===== src/next_seven_smooth_size_assert.svh =====
// Assertion macros used by the top module of the smooth-size search block.
`ifndef NEXT_SEVEN_SMOOTH_SIZE_ASSERT_SVH
`define NEXT_SEVEN_SMOOTH_SIZE_ASSERT_SVH
`ifndef ASSERT_OFF
`define NSSS_ASSERT(label, clk, rstn, prop, msg) \
    label: assert property (@(posedge clk) disable iff (!rstn) prop) else $error(msg);
`define NSSS_NEVER(label, clk, rstn, cond, msg) \
    label: assert property (@(posedge clk) disable iff (!rstn) !(cond)) else $error(msg);
`else
`define NSSS_ASSERT(label, clk, rstn, prop, msg)
`define NSSS_NEVER(label, clk, rstn, cond, msg)
`endif
`endif


===== src/nsss_pkg.sv =====
// Types shared by the modules of the smooth-size search block.
package nsss_pkg;

    typedef enum logic [2:0] {
        ST_IDLE,
        ST_SHIFT,
        ST_EVAL,
        ST_STEP3,
        ST_STEP5,
        ST_STEP7,
        ST_DONE
    } nsss_state_t;

    typedef enum logic [1:0] {
        SCALE_BY3,
        SCALE_BY5,
        SCALE_BY7
    } nsss_scale_t;

endpackage


===== src/next_seven_smooth_size.sv =====
// Top level of the search for the smallest 7-smooth size not below a minimum.
//
// An item on the s_ channel (s_min_size) asks for the smallest integer of the
// form 2^a * 3^b * 5^c * 7^d that is not below s_min_size; the answer leaves on
// the m_ channel as m_good_size, one result per item, in order.
// Each odd base 3^b * 5^c * 7^d below the current best value is brought up to
// the target by a shared shift unit in SHIFT steps of halving power-of-two
// amounts, then checked in the EVAL state; one shared shift-add/subtract unit
// forms the next base, once per visit of a loop level. Inputs of 0 or 1 skip
// the search and go straight to the DONE state.
// s_ready is high only while the sequencer is idle, one item at a time.
// The result is held in an output register, so the next item is accepted while
// a result waits; a stalled receiver only holds the block once a second result
// is ready. Reset clears the sequencer and drops any pending result.
`include "next_seven_smooth_size_assert.svh"
module next_seven_smooth_size
    import nsss_pkg::*;
#(
    parameter int SIZE_BITS = 32
) (
    input  logic                 aclk,
    input  logic                 aresetn,
    input  logic                 s_valid,
    output logic                 s_ready,
    input  logic [SIZE_BITS-1:0] s_min_size,
    output logic                 m_valid,
    input  logic                 m_ready,
    output logic [SIZE_BITS:0]   m_good_size
);
    localparam int W  = SIZE_BITS + 1;
    localparam int SW = $clog2(SIZE_BITS + 1);
    localparam int JB = $clog2(SW);

    nsss_state_t          state_reg, state_next;
    logic                 init_reg, init_next;
    logic                 m_valid_reg, m_valid_next;
    logic [W-1:0]         m_data_reg, m_data_next;
    logic [SIZE_BITS-1:0] t_reg, t_next;
    logic [W-1:0]         best_reg, best_next;
    logic [W-1:0]         cur_reg, cur_next;
    logic [W-1:0]         p3_reg, p3_next;
    logic [W-1:0]         p5_reg, p5_next;
    logic [W-1:0]         p7_reg, p7_next;
    logic [JB-1:0]        step_reg, step_next;

    logic [SIZE_BITS-1:0] tm1;
    logic [W-1:0]         shift_out;
    nsss_scale_t          scale_sel;
    logic [W-1:0]         scale_base;
    logic [W-1:0]         scale_prod;
    logic                 scale_below;
    logic [W-1:0]         eval_val;

    assign tm1 = t_reg - SIZE_BITS'(1);

    nsss_shift_unit #(
        .SIZE_BITS (SIZE_BITS)
    ) u_shift (
        .cur      (cur_reg),
        .tm1      (tm1),
        .step_idx (step_reg),
        .cur_next (shift_out)
    );

    nsss_scale_unit #(
        .SIZE_BITS (SIZE_BITS)
    ) u_scale (
        .factor (scale_sel),
        .base   (scale_base),
        .best   (best_reg),
        .prod   (scale_prod),
        .below  (scale_below)
    );

    assign eval_val = (cur_reg < {1'b0, t_reg}) ? (cur_reg << 1) : cur_reg;

    always_comb begin
        case (state_reg)
            ST_STEP5: begin
                scale_sel  = SCALE_BY5;
                scale_base = p5_reg;
            end
            ST_STEP7: begin
                scale_sel  = SCALE_BY7;
                scale_base = p7_reg;
            end
            default: begin
                scale_sel  = SCALE_BY3;
                scale_base = p3_reg;
            end
        endcase
    end

    always_ff @(posedge aclk) begin
        if (!aresetn) begin
            state_reg   <= ST_IDLE;
            init_reg    <= 1'b0;
            m_valid_reg <= 1'b0;
        end else begin
            state_reg   <= state_next;
            init_reg    <= init_next;
            m_valid_reg <= m_valid_next;
        end
    end

    always_ff @(posedge aclk) begin
        m_data_reg <= m_data_next;
        t_reg      <= t_next;
        best_reg   <= best_next;
        cur_reg    <= cur_next;
        p3_reg     <= p3_next;
        p5_reg     <= p5_next;
        p7_reg     <= p7_next;
        step_reg   <= step_next;
    end

    always_comb begin
        state_next   = state_reg;
        init_next    = init_reg;
        m_valid_next = m_valid_reg;
        m_data_next  = m_data_reg;
        t_next       = t_reg;
        best_next    = best_reg;
        cur_next     = cur_reg;
        p3_next      = p3_reg;
        p5_next      = p5_reg;
        p7_next      = p7_reg;
        step_next    = step_reg;

        if (m_ready) begin
            m_valid_next = 1'b0;
        end

        case (state_reg)
            ST_IDLE: begin
                if (s_valid) begin
                    t_next = s_min_size;
                    if (s_min_size <= SIZE_BITS'(1)) begin
                        best_next  = W'(1);
                        state_next = ST_DONE;
                    end else begin
                        cur_next   = W'(1);
                        step_next  = JB'(SW - 1);
                        init_next  = 1'b1;
                        state_next = ST_SHIFT;
                    end
                end
            end
            ST_SHIFT: begin
                cur_next = shift_out;
                if (step_reg == '0) begin
                    state_next = ST_EVAL;
                end else begin
                    step_next = step_reg - JB'(1);
                end
            end
            ST_EVAL: begin
                // The first pass on the base one yields the starting power of two.
                if (init_reg) begin
                    best_next = eval_val;
                    init_next = 1'b0;
                    p3_next   = W'(1);
                    p5_next   = W'(1);
                    p7_next   = W'(1);
                end else if (eval_val < best_reg) begin
                    best_next = eval_val;
                end
                state_next = ST_STEP3;
            end
            ST_STEP3: begin
                if (scale_below) begin
                    p3_next    = scale_prod;
                    cur_next   = scale_prod;
                    step_next  = JB'(SW - 1);
                    state_next = ST_SHIFT;
                end else begin
                    state_next = ST_STEP5;
                end
            end
            ST_STEP5: begin
                if (scale_below) begin
                    p5_next    = scale_prod;
                    p3_next    = scale_prod;
                    cur_next   = scale_prod;
                    step_next  = JB'(SW - 1);
                    state_next = ST_SHIFT;
                end else begin
                    state_next = ST_STEP7;
                end
            end
            ST_STEP7: begin
                if (scale_below) begin
                    p7_next    = scale_prod;
                    p5_next    = scale_prod;
                    p3_next    = scale_prod;
                    cur_next   = scale_prod;
                    step_next  = JB'(SW - 1);
                    state_next = ST_SHIFT;
                end else begin
                    state_next = ST_DONE;
                end
            end
            ST_DONE: begin
                if (!m_valid_reg || m_ready) begin
                    m_valid_next = 1'b1;
                    m_data_next  = best_reg;
                    state_next   = ST_IDLE;
                end
            end
            default: begin
                state_next = ST_IDLE;
            end
        endcase
    end

    assign s_ready     = (state_reg == ST_IDLE);
    assign m_valid     = m_valid_reg;
    assign m_good_size = m_data_reg;

    `NSSS_ASSERT(a_result_not_below, aclk, aresetn, (state_reg == ST_DONE) |-> (best_reg >= {1'b0, t_reg}), "result below the target")
    `NSSS_ASSERT(a_result_bounded, aclk, aresetn, ((state_reg == ST_DONE) && (t_reg != '0)) |-> (best_reg < {t_reg, 1'b0}), "result not below twice the target")
    `NSSS_NEVER(a_base_order, aclk, aresetn, ((state_reg == ST_STEP3) || (state_reg == ST_STEP5) || (state_reg == ST_STEP7)) && ((p3_reg < p5_reg) || (p5_reg < p7_reg)), "odd bases out of order")

endmodule


===== src/nsss_shift_unit.sv =====
// One step of the greedy doubling search: shift by a power of two if the result stays below the target.
module nsss_shift_unit #(
    parameter int SIZE_BITS = 32
) (
    input  logic [SIZE_BITS:0]                             cur,
    input  logic [SIZE_BITS-1:0]                           tm1,
    input  logic [$clog2($clog2(SIZE_BITS+1))-1:0]         step_idx,
    output logic [SIZE_BITS:0]                             cur_next
);
    localparam int SW = $clog2(SIZE_BITS + 1);

    logic [SW-1:0]        amt;
    logic [SIZE_BITS-1:0] lim;
    logic                 fits;

    // cur * 2^amt < T holds exactly when cur <= (T - 1) >> amt.
    assign amt      = SW'(1) << step_idx;
    assign lim      = tm1 >> amt;
    assign fits     = cur <= {1'b0, lim};
    assign cur_next = fits ? (cur << amt) : cur;

endmodule


===== src/nsss_scale_unit.sv =====
// Multiplies an odd base by 3, 5 or 7 with shift-add or shift-subtract and compares the product with the best value.
module nsss_scale_unit
    import nsss_pkg::*;
#(
    parameter int SIZE_BITS = 32
) (
    input  nsss_scale_t          factor,
    input  logic [SIZE_BITS:0]   base,
    input  logic [SIZE_BITS:0]   best,
    output logic [SIZE_BITS:0]   prod,
    output logic                 below
);
    localparam int W  = SIZE_BITS + 1;
    localparam int PW = W + 3;

    logic [PW-1:0] ext;
    logic [PW-1:0] full;

    assign ext = {3'b000, base};

    always_comb begin
        case (factor)
            SCALE_BY3: full = ext + (ext << 1);
            SCALE_BY5: full = ext + (ext << 2);
            SCALE_BY7: full = (ext << 3) - ext;
            default:   full = '1;
        endcase
    end

    assign below = full < {3'b000, best};
    assign prod  = full[W-1:0];

endmodule


===== config.mk =====
export PLATFORM = sky130hd
export DESIGN_NAME = next_seven_smooth_size
export DESIGN_NICKNAME = d
export VERILOG_FILES = /design/src/nsss_pkg.sv /design/src/next_seven_smooth_size.sv /design/src/nsss_shift_unit.sv /design/src/nsss_scale_unit.sv
export VERILOG_INCLUDE_DIRS = /design/src /design/src/src
export SDC_FILE = /design/constraint.sdc
export NUM_CORES = 1
export LEC_CHECK = 0
export BUFFER_PORTS_ARGS = -buffer_cell sky130_fd_sc_hd__buf_2
export CORE_MARGIN = 3
export CORE_UTILIZATION = 60
export CTS_BUF_LIST = sky130_fd_sc_hd__clkbuf_2 sky130_fd_sc_hd__clkbuf_4 sky130_fd_sc_hd__clkbuf_8
export DETAILED_ROUTE_END_ITERATION = 8
export PLACE_DENSITY = 0.78
export SLEW_MARGIN = 20
export SYNTH_ARGS = -nofsm -noshare
export SYNTH_HDL_FRONTEND = slang
export SYNTH_SLANG_ARGS = --single-unit

===== constraint.sdc =====
create_clock -name aclk -period 8.2 [get_ports aclk]
set_input_delay 2.46 -clock aclk [delete_from_list [all_inputs] [get_ports aclk]]
set_output_delay 2.46 -clock aclk [all_outputs]
set_load 0.01 [all_outputs]

== Yosys cells after proc, flatten, opt, wreduce, memory -nomap -nowiden ==
Cells that the tools add are included.

* Bits in read-only memories: 0
* Memories kept: 0
* Register bits after elaboration: 238
* Output and inout port bits: 35
* RAM bits: 0
* Input bits: 36
* Word-level logic and storage cells: 103
* Latch bits: 0

* Order comparisons: 5
* Add/sub/neg operators: 5
* Multipliers: 0
* Divide/modulo/power cells: 0
* Reduce and logical (&&, ||, !) cells: 22
* Muxes and demuxes: 37
* Bitwise gates (word level): 0
* Shift operators: 3
* Eq/ne operators: 20

{| class="wikitable"
|+ Operator list
! kind !! number
|-
| $mux W33 || 10
|-
| $pmux W33 S2 || 5
|-
| $pmux W36 S3 || 1
|-
| $pmux W33 S3 || 1
|-
| $add A33 B35 Y36 || 1
|-
| $lt A36 B33 Y1 || 1
|-
| $sub A36 B33 Y36 || 1
|-
| $add A33 B34 Y35 || 1
|-
| $le A33 B32 Y1 || 1
|-
| $lt A33 B32 Y1 || 1
|-
| $lt A33 B33 Y1 || 1
|-
| $mux W3 || 11
|-
| $shl A33 B6 Y33 || 1
|-
| $le A32 B1 Y1 const B || 1
|-
| $shr A32 B6 Y32 || 1
|-
| $sub A32 B1 Y32 const B || 1
|-
| $pmux W3 S7 || 1
|-
| $reduce_and A3 Y1 || 5
|-
| $ne A2 B2 Y1 const B || 7
|-
| $reduce_and A5 Y1 || 2
|-
| $eq A3 B3 Y1 const B || 3
|-
| $pmux W3 S3 || 1
|-
| $ne A2 B1 Y1 const B || 4
|-
| $reduce_bool A2 Y1 || 4
|-
| other kinds (19) || 26
|}

== Depth between registers and ports, before layout ==
* Word-level depth: 7
* Gate-level depth with buffers: 33
* Mapped depth without buffers: 27

== By module ==
A second synthesis with hierarchy kept.

* Cell total of the unflattened synthesis: 2536
* Area total of the unflattened synthesis: 22437.8 µm²

{| class="wikitable"
|+ By module, submodules not included
! module !! area each (µm²) !! sequential area each (µm²) !! cells an instance !! times used
|-
| next_seven_smooth_size || 12166.7 || 7096.8 || 988 || 1
|-
| nsss_scale_unit || 6273.5 || 0.0 || 902 || 1
|-
| nsss_shift_unit || 3997.6 || 0.0 || 646 || 1
|}

== Worst setup path before layout ==
OpenSTA, ideal clock, no wires.

* Kind: register -> register
* Start: register state_reg[0]
* End: register p3_reg[0] (enable)
* Buffers on the path: 4
* Arrival time: 8568 ps
* Period minus slack after synthesis: 9041 ps
* Path slack: -841 ps
* Cell stages (with the launch flop): 30
* Library setup time: 474 ps
* Path through: dfxtp_1 -> buf_4 -> buf_1 -> clkbuf_1 -> buf_1 -> mux2i_1 -> o21ai_0 -> ha_1 -> a21oi_1 -> a211oi_1 -> a211oi_2 -> o31ai_2 -> o22a_1 -> a21oi_1 -> o21ai_0 -> xor2_1 -> a21oi_1 -> inv_1 -> ha_1 -> a21o_1 -> a21o_1 -> a21oi_1 -> o21ai_0 -> and3_1 -> a211o_1 -> a31oi_1 -> o211ai_1 -> nor2_1 -> nand2_1 -> o31ai_1

* Cells in the longest elaborated chain, start to end: 7
* Elaborated cells between the ends (all ways): 19
* Those cells by class: add/sub: 3; order compare: 1; eq/ne: 8; mux: 3; reduce/logical: 4

{| class="wikitable"
|+ RTL lines
! item !! RTL line !! source
|-
| from (decl) || next_seven_smooth_size.sv:34 || <nowiki>nsss_state_t state_reg, state_next;</nowiki>
|-
| from (signal assigned) || next_seven_smooth_size.sv:100 || <nowiki>state_reg <= state_next;</nowiki>
|-
| $eq A3 B3 Y1 || next_seven_smooth_size.sv:78 || <nowiki>case (state_reg)</nowiki>
|-
| $pmux W33 S2 / $pmux W2 S2 (equally long branches) || next_seven_smooth_size.sv:78 ||
|-
| $sub A36 B33 Y36 (tied with other cells) || nsss_scale_unit.sv:25 || <nowiki>SCALE_BY7: full = (ext << 3) - ext;</nowiki>
|-
| $pmux W36 S3 (*) || nsss_scale_unit.sv:22 || <nowiki>case (factor)</nowiki>
|-
| net scale_prod[20] || next_seven_smooth_size.sv:50 || <nowiki>logic [W-1:0] scale_prod;</nowiki>
|-
| $lt A36 B33 Y1 (*) || nsss_scale_unit.sv:30 || <nowiki>assign below = full < {3'b000, best};</nowiki>
|-
| $ne A2 B1 Y1 (no source line) (*) || -- ||
|-
| $reduce_and A3 Y1 (no source line) (*) || -- ||
|-
| to (signal assigned) || next_seven_smooth_size.sv:111 || <nowiki>p3_reg <= p3_next;</nowiki>
|-
| to (decl) || next_seven_smooth_size.sv:41 || <nowiki>logic [W-1:0] p3_reg, p3_next;</nowiki>
|}

The timed path passes the listed nets; every way through them passes the cells marked *.
A chain may end at the register's enable or synchronous reset.

== Worst setup path after layout ==
* Start: register t_reg[0]
* End: register cur_reg[13] (enable)

* Cells in the longest elaborated chain, start to end: 5

{| class="wikitable"
|+ RTL lines
! item !! RTL line !! source
|-
| from (decl) || next_seven_smooth_size.sv:38 || <nowiki>logic [SIZE_BITS-1:0] t_reg, t_next;</nowiki>
|-
| from (signal assigned) || next_seven_smooth_size.sv:108 || <nowiki>t_reg <= t_next;</nowiki>
|-
| $sub A32 B1 Y32 || next_seven_smooth_size.sv:54 || <nowiki>assign tm1 = t_reg - SIZE_BITS'(1);</nowiki>
|-
| $shr A32 B6 Y32 || nsss_shift_unit.sv:18 || <nowiki>assign lim = tm1 >> amt;</nowiki>
|-
| $le A33 B32 Y1 || nsss_shift_unit.sv:19 || <nowiki>assign fits = cur <= {1'b0, lim};</nowiki>
|-
| $ne A2 B1 Y1 (no source line) || -- ||
|-
| $reduce_and A5 Y1 (no source line) || -- ||
|-
| to (signal assigned) || next_seven_smooth_size.sv:110 || <nowiki>cur_reg <= cur_next;</nowiki>
|-
| to (decl) || next_seven_smooth_size.sv:40 || <nowiki>logic [W-1:0] cur_reg, cur_next;</nowiki>
|}

No other way between the ends.

==> flow_metrics.tcl <==
set metrics [dict create \
    end_kind "flip-flop" \
    layout.nets 2874 \
    synth_edf_count 233 \
    syn-num-nets 2836 \
    cts_root_buf "clkbuf_8" \
    outcome "complete, no violations" \
    grt_max_degree 87 \
    diodes 0 \
    start_kind "flip-flop" \
    p_per_area_nw_per_um2 180 \
    ys.flop_type "edfxtp_1" \
    cts_max_path_buffers 3 \
    drc 0 \
    drtIter0Drc 2502 \
    synth_cells 2573 \
    finClkSkew_ns 0.0340 \
    drv_slew 0 \
    syn2layout_area_growth_pct 8.69 \
    synthArstFlopShare 0 \
    final_antenna_net_count 0 \
    post_drt_wl_per_cell_um 23.4 \
    cts_tree "built" \
    vias_per_cell 6.72 \
    post-cts-setup-buffers 0 \
    final-setup-viol-count 0 \
    route.top_layer_used "met4" \
    cp.arrival_ns 7.78 \
    die_area_um2 40100 \
    irDropWorstVdd_v 0.000166 \
    die_h_um 200 \
    place_congestion 0.982 \
    tightestPinTransition_ns 1.05 \
    io_pins 71 \
    synth_cell_types 90 \
    die_w_um 200 \
    wl_met2_mm 30.8 \
    layout.cells.non_filler 3151 \
    required_ns 8.47 \
    ctsResizeCount 0 \
    clock_sinks 238 \
    drv_cap 0 \
    multiInputGateArea_um2 14600 \
    clk_latency_ns 0.64 \
    dpl.hpwl_mm 56.1 \
    cts-hold-fix-buffers 0 \
    crit_fanout 33 \
    power.leakage_nw 10.8 \
    overflow 0 \
    antenna_found_initial 1 \
    max_slew_margin 0.299 \
    rsz0062_at_grt "no" \
    hold_viol 0 \
    whs_ns 0.450 \
    criticalPathCategory "flip-flop to flip-flop" \
    vias 21200 \
    core_um2 37000 \
    dpl.cell_count 3069 \
    seqCellArea_um2 7100 \
    fp-row-count 70 \
    final.min_clock_period_ns 7.50 \
    fillers 3035 \
    synth-seq-area-share 0.313 \
    wl_met1_mm 32.2 \
    wl_mm 73.7 \
    drive_gt1_frac 0.110 \
    min_path_type "flip-flop to flip-flop" \
    grt_pass1_wl_mm 113 \
    clock.fmax_ghz 0.133 \
    grt_pass1_vias 19800 \
    syn_avg_cell_area_um2 8.81 \
    initial_core_util 0.613 \
    numCtsBuffers 44 \
    synth_seq_cells 238 \
    drt_pass1_iterations 6 \
    setup_tns_ns 0 \
    finalPower_mw 4.42 \
    cts.clk_slew.worst_paths_ns 0.07 \
    htreeDepth 2 \
    wl_met3_mm 8.14 \
    grtUsageTotal 0.352 \
    fin_crit_sh 0.915 \
    syn_area_um2 22700 \
    numPortBuffers 70 \
    yosys_warnings 0 \
]
## final cells by class
type | instances | share of cell area
Clock buffer | 50 | 0.0267
Clock inverter | 32 | 0.0144
Inverter | 146 | 0.0223
Multi-Input combinational cell | 2057 | 0.592
Sequential cell | 238 | 0.288
Tap cell | 504 | 0.0256
Timing Repair Buffer | 124 | 0.0307
## path summary, 6_finish.rpt
check	startpoint	to	slack, ns	cells past startpoint
hold reg to reg	best_reg[5]	m_good_size[5]	0.45	0
setup / recovery	t_reg[0]	cur_reg[13]	0.70	24
hold / removal	best_reg[5]	m_good_size[5]	0.45	0
setup reg to reg	t_reg[0]	cur_reg[13]	0.70	24
## logic make-up after synthesis
logic type                 Yosys count  synth area share
AOI/OAI and AO/OA                  798             0.232
xor gates and xnor gates           104            0.0402
adders and majority gates          227             0.126
buffers and inverters              278            0.0469
DFF                                238             0.313
muxes                              177            0.0814
and+or+nand+nor                    751             0.161
## stage by stage
| step | instance area, µm² | util | setup slack (ns) |
|---|---|---|---|
| 2_1_floorplan | 22700 | - | 0.0757 |
| 3_3_place_gp | 23600 | 0.639 | 0.810 |
| 3_5_place_dp | 23600 | 0.639 | 0.824 |
| 4_1_cts | 24600 | 0.666 | 0.810 |
| 5_1_grt | 24600 | 0.666 | 0.133 |
| 6_report | 24600 | 0.666 | 0.696 |
## layout by cell type, fill, tap and decap left out, types with 12 or more instances in the layout
cell	synthesis	layout
a211oi_1	32	32
a21o_1	132	132
a21oi_1	204	204
a221oi_1	14	14
a31o_2	12	12
a31oi_1	25	25
and2_1	37	37
and3_1	23	23
and4_1	12	12
buf_2	4	70
buf_4	2	54
clkbuf_8	0	45
edfxtp_1	233	233
ha_1	225	225
inv_1	140	140
mux2_2	44	44
mux2i_1	130	130
nand2_1	247	245
nand2b_1	21	19
nand3_1	42	42
nand4_1	50	50
nor2_1	177	173
nor2b_1	58	56
nor3_1	29	29
nor4_1	19	19
o211ai_1	22	22
o21a_1	22	22
o21ai_0	148	148
o21bai_1	19	19
o22ai_1	23	22
o31ai_1	19	18
xnor2_1	73	73
xor2_1	31	31
## worst max-delay path, cell delays in order (launching register included)
cell,delay [ns]
edfxtp_1,0.46
inv_1,0.09
ha_1,0.22
or4b_2,0.76
nor4_1,0.83
nand3_1,0.27
nor2_1,0.29
a21oi_1,0.11
a41oi_1,0.19
o211ai_1,0.23
o21ai_0,0.70
mux2i_1,0.37
a221o_1,0.43
ha_1,0.30
a21o_1,0.17
a21oi_1,0.15
nor2b_1,0.06
o21ai_0,0.16
nand2b_1,0.08
a21oi_1,0.14
o31ai_1,0.14
a31oi_1,0.19
a211oi_1,0.13
a211oi_4,0.21
buf_4,0.44
## power breakdown
group          leakage [nW]  total, mW  switching (mW)  internal [mW]
registers              2.13       1.60           0.156           1.44
logic                  8.17       1.48           0.876          0.605
clock network         0.500       1.35           0.582          0.766
total                  10.8       4.42            1.61           2.81
## metal layers
layer / track usage / up-vias
met5: 0 / -
met4: 0.116 / 0
met3: 0.0850 / 182
met2: 0.511 / 1216
met1: 0.517 / 10000
li1: - / 9734
## cells in the mapped netlist, drive strengths merged (9+ instances only)
cell    instances  area (µm²)
a221oi         14         123
nor3           30         155
nand3          42         210
a211oi         35         278
xnor2          73         639
a32oi           9        78.8
a21o          132         991
buf            24         110
a211o          10        87.6
a22oi          11        82.6
or3             9        56.3
xor2           31         272
nor2b          58         363
and2           37         231
a31oi          25         156
mux2           46         522
nand4          50         313
o31ai          20         155
nand2b         21         131
and3           23         144
edfxtp        233        7000
a21oi         204        1020
nor4           21         153
and4           12         105
inv           145         544
o21bai         20         154
a31o           12         105
mux2i         130        1300
o21ai         153         766
o211ai         22         165
ha            225        2820
nand2         248         933
a41oi           9        78.8
clkbuf        108         405
nor2          177         664
o22ai          23         144
o21a           22         165
Note: power is estimated with default switching activity, not from simulation.
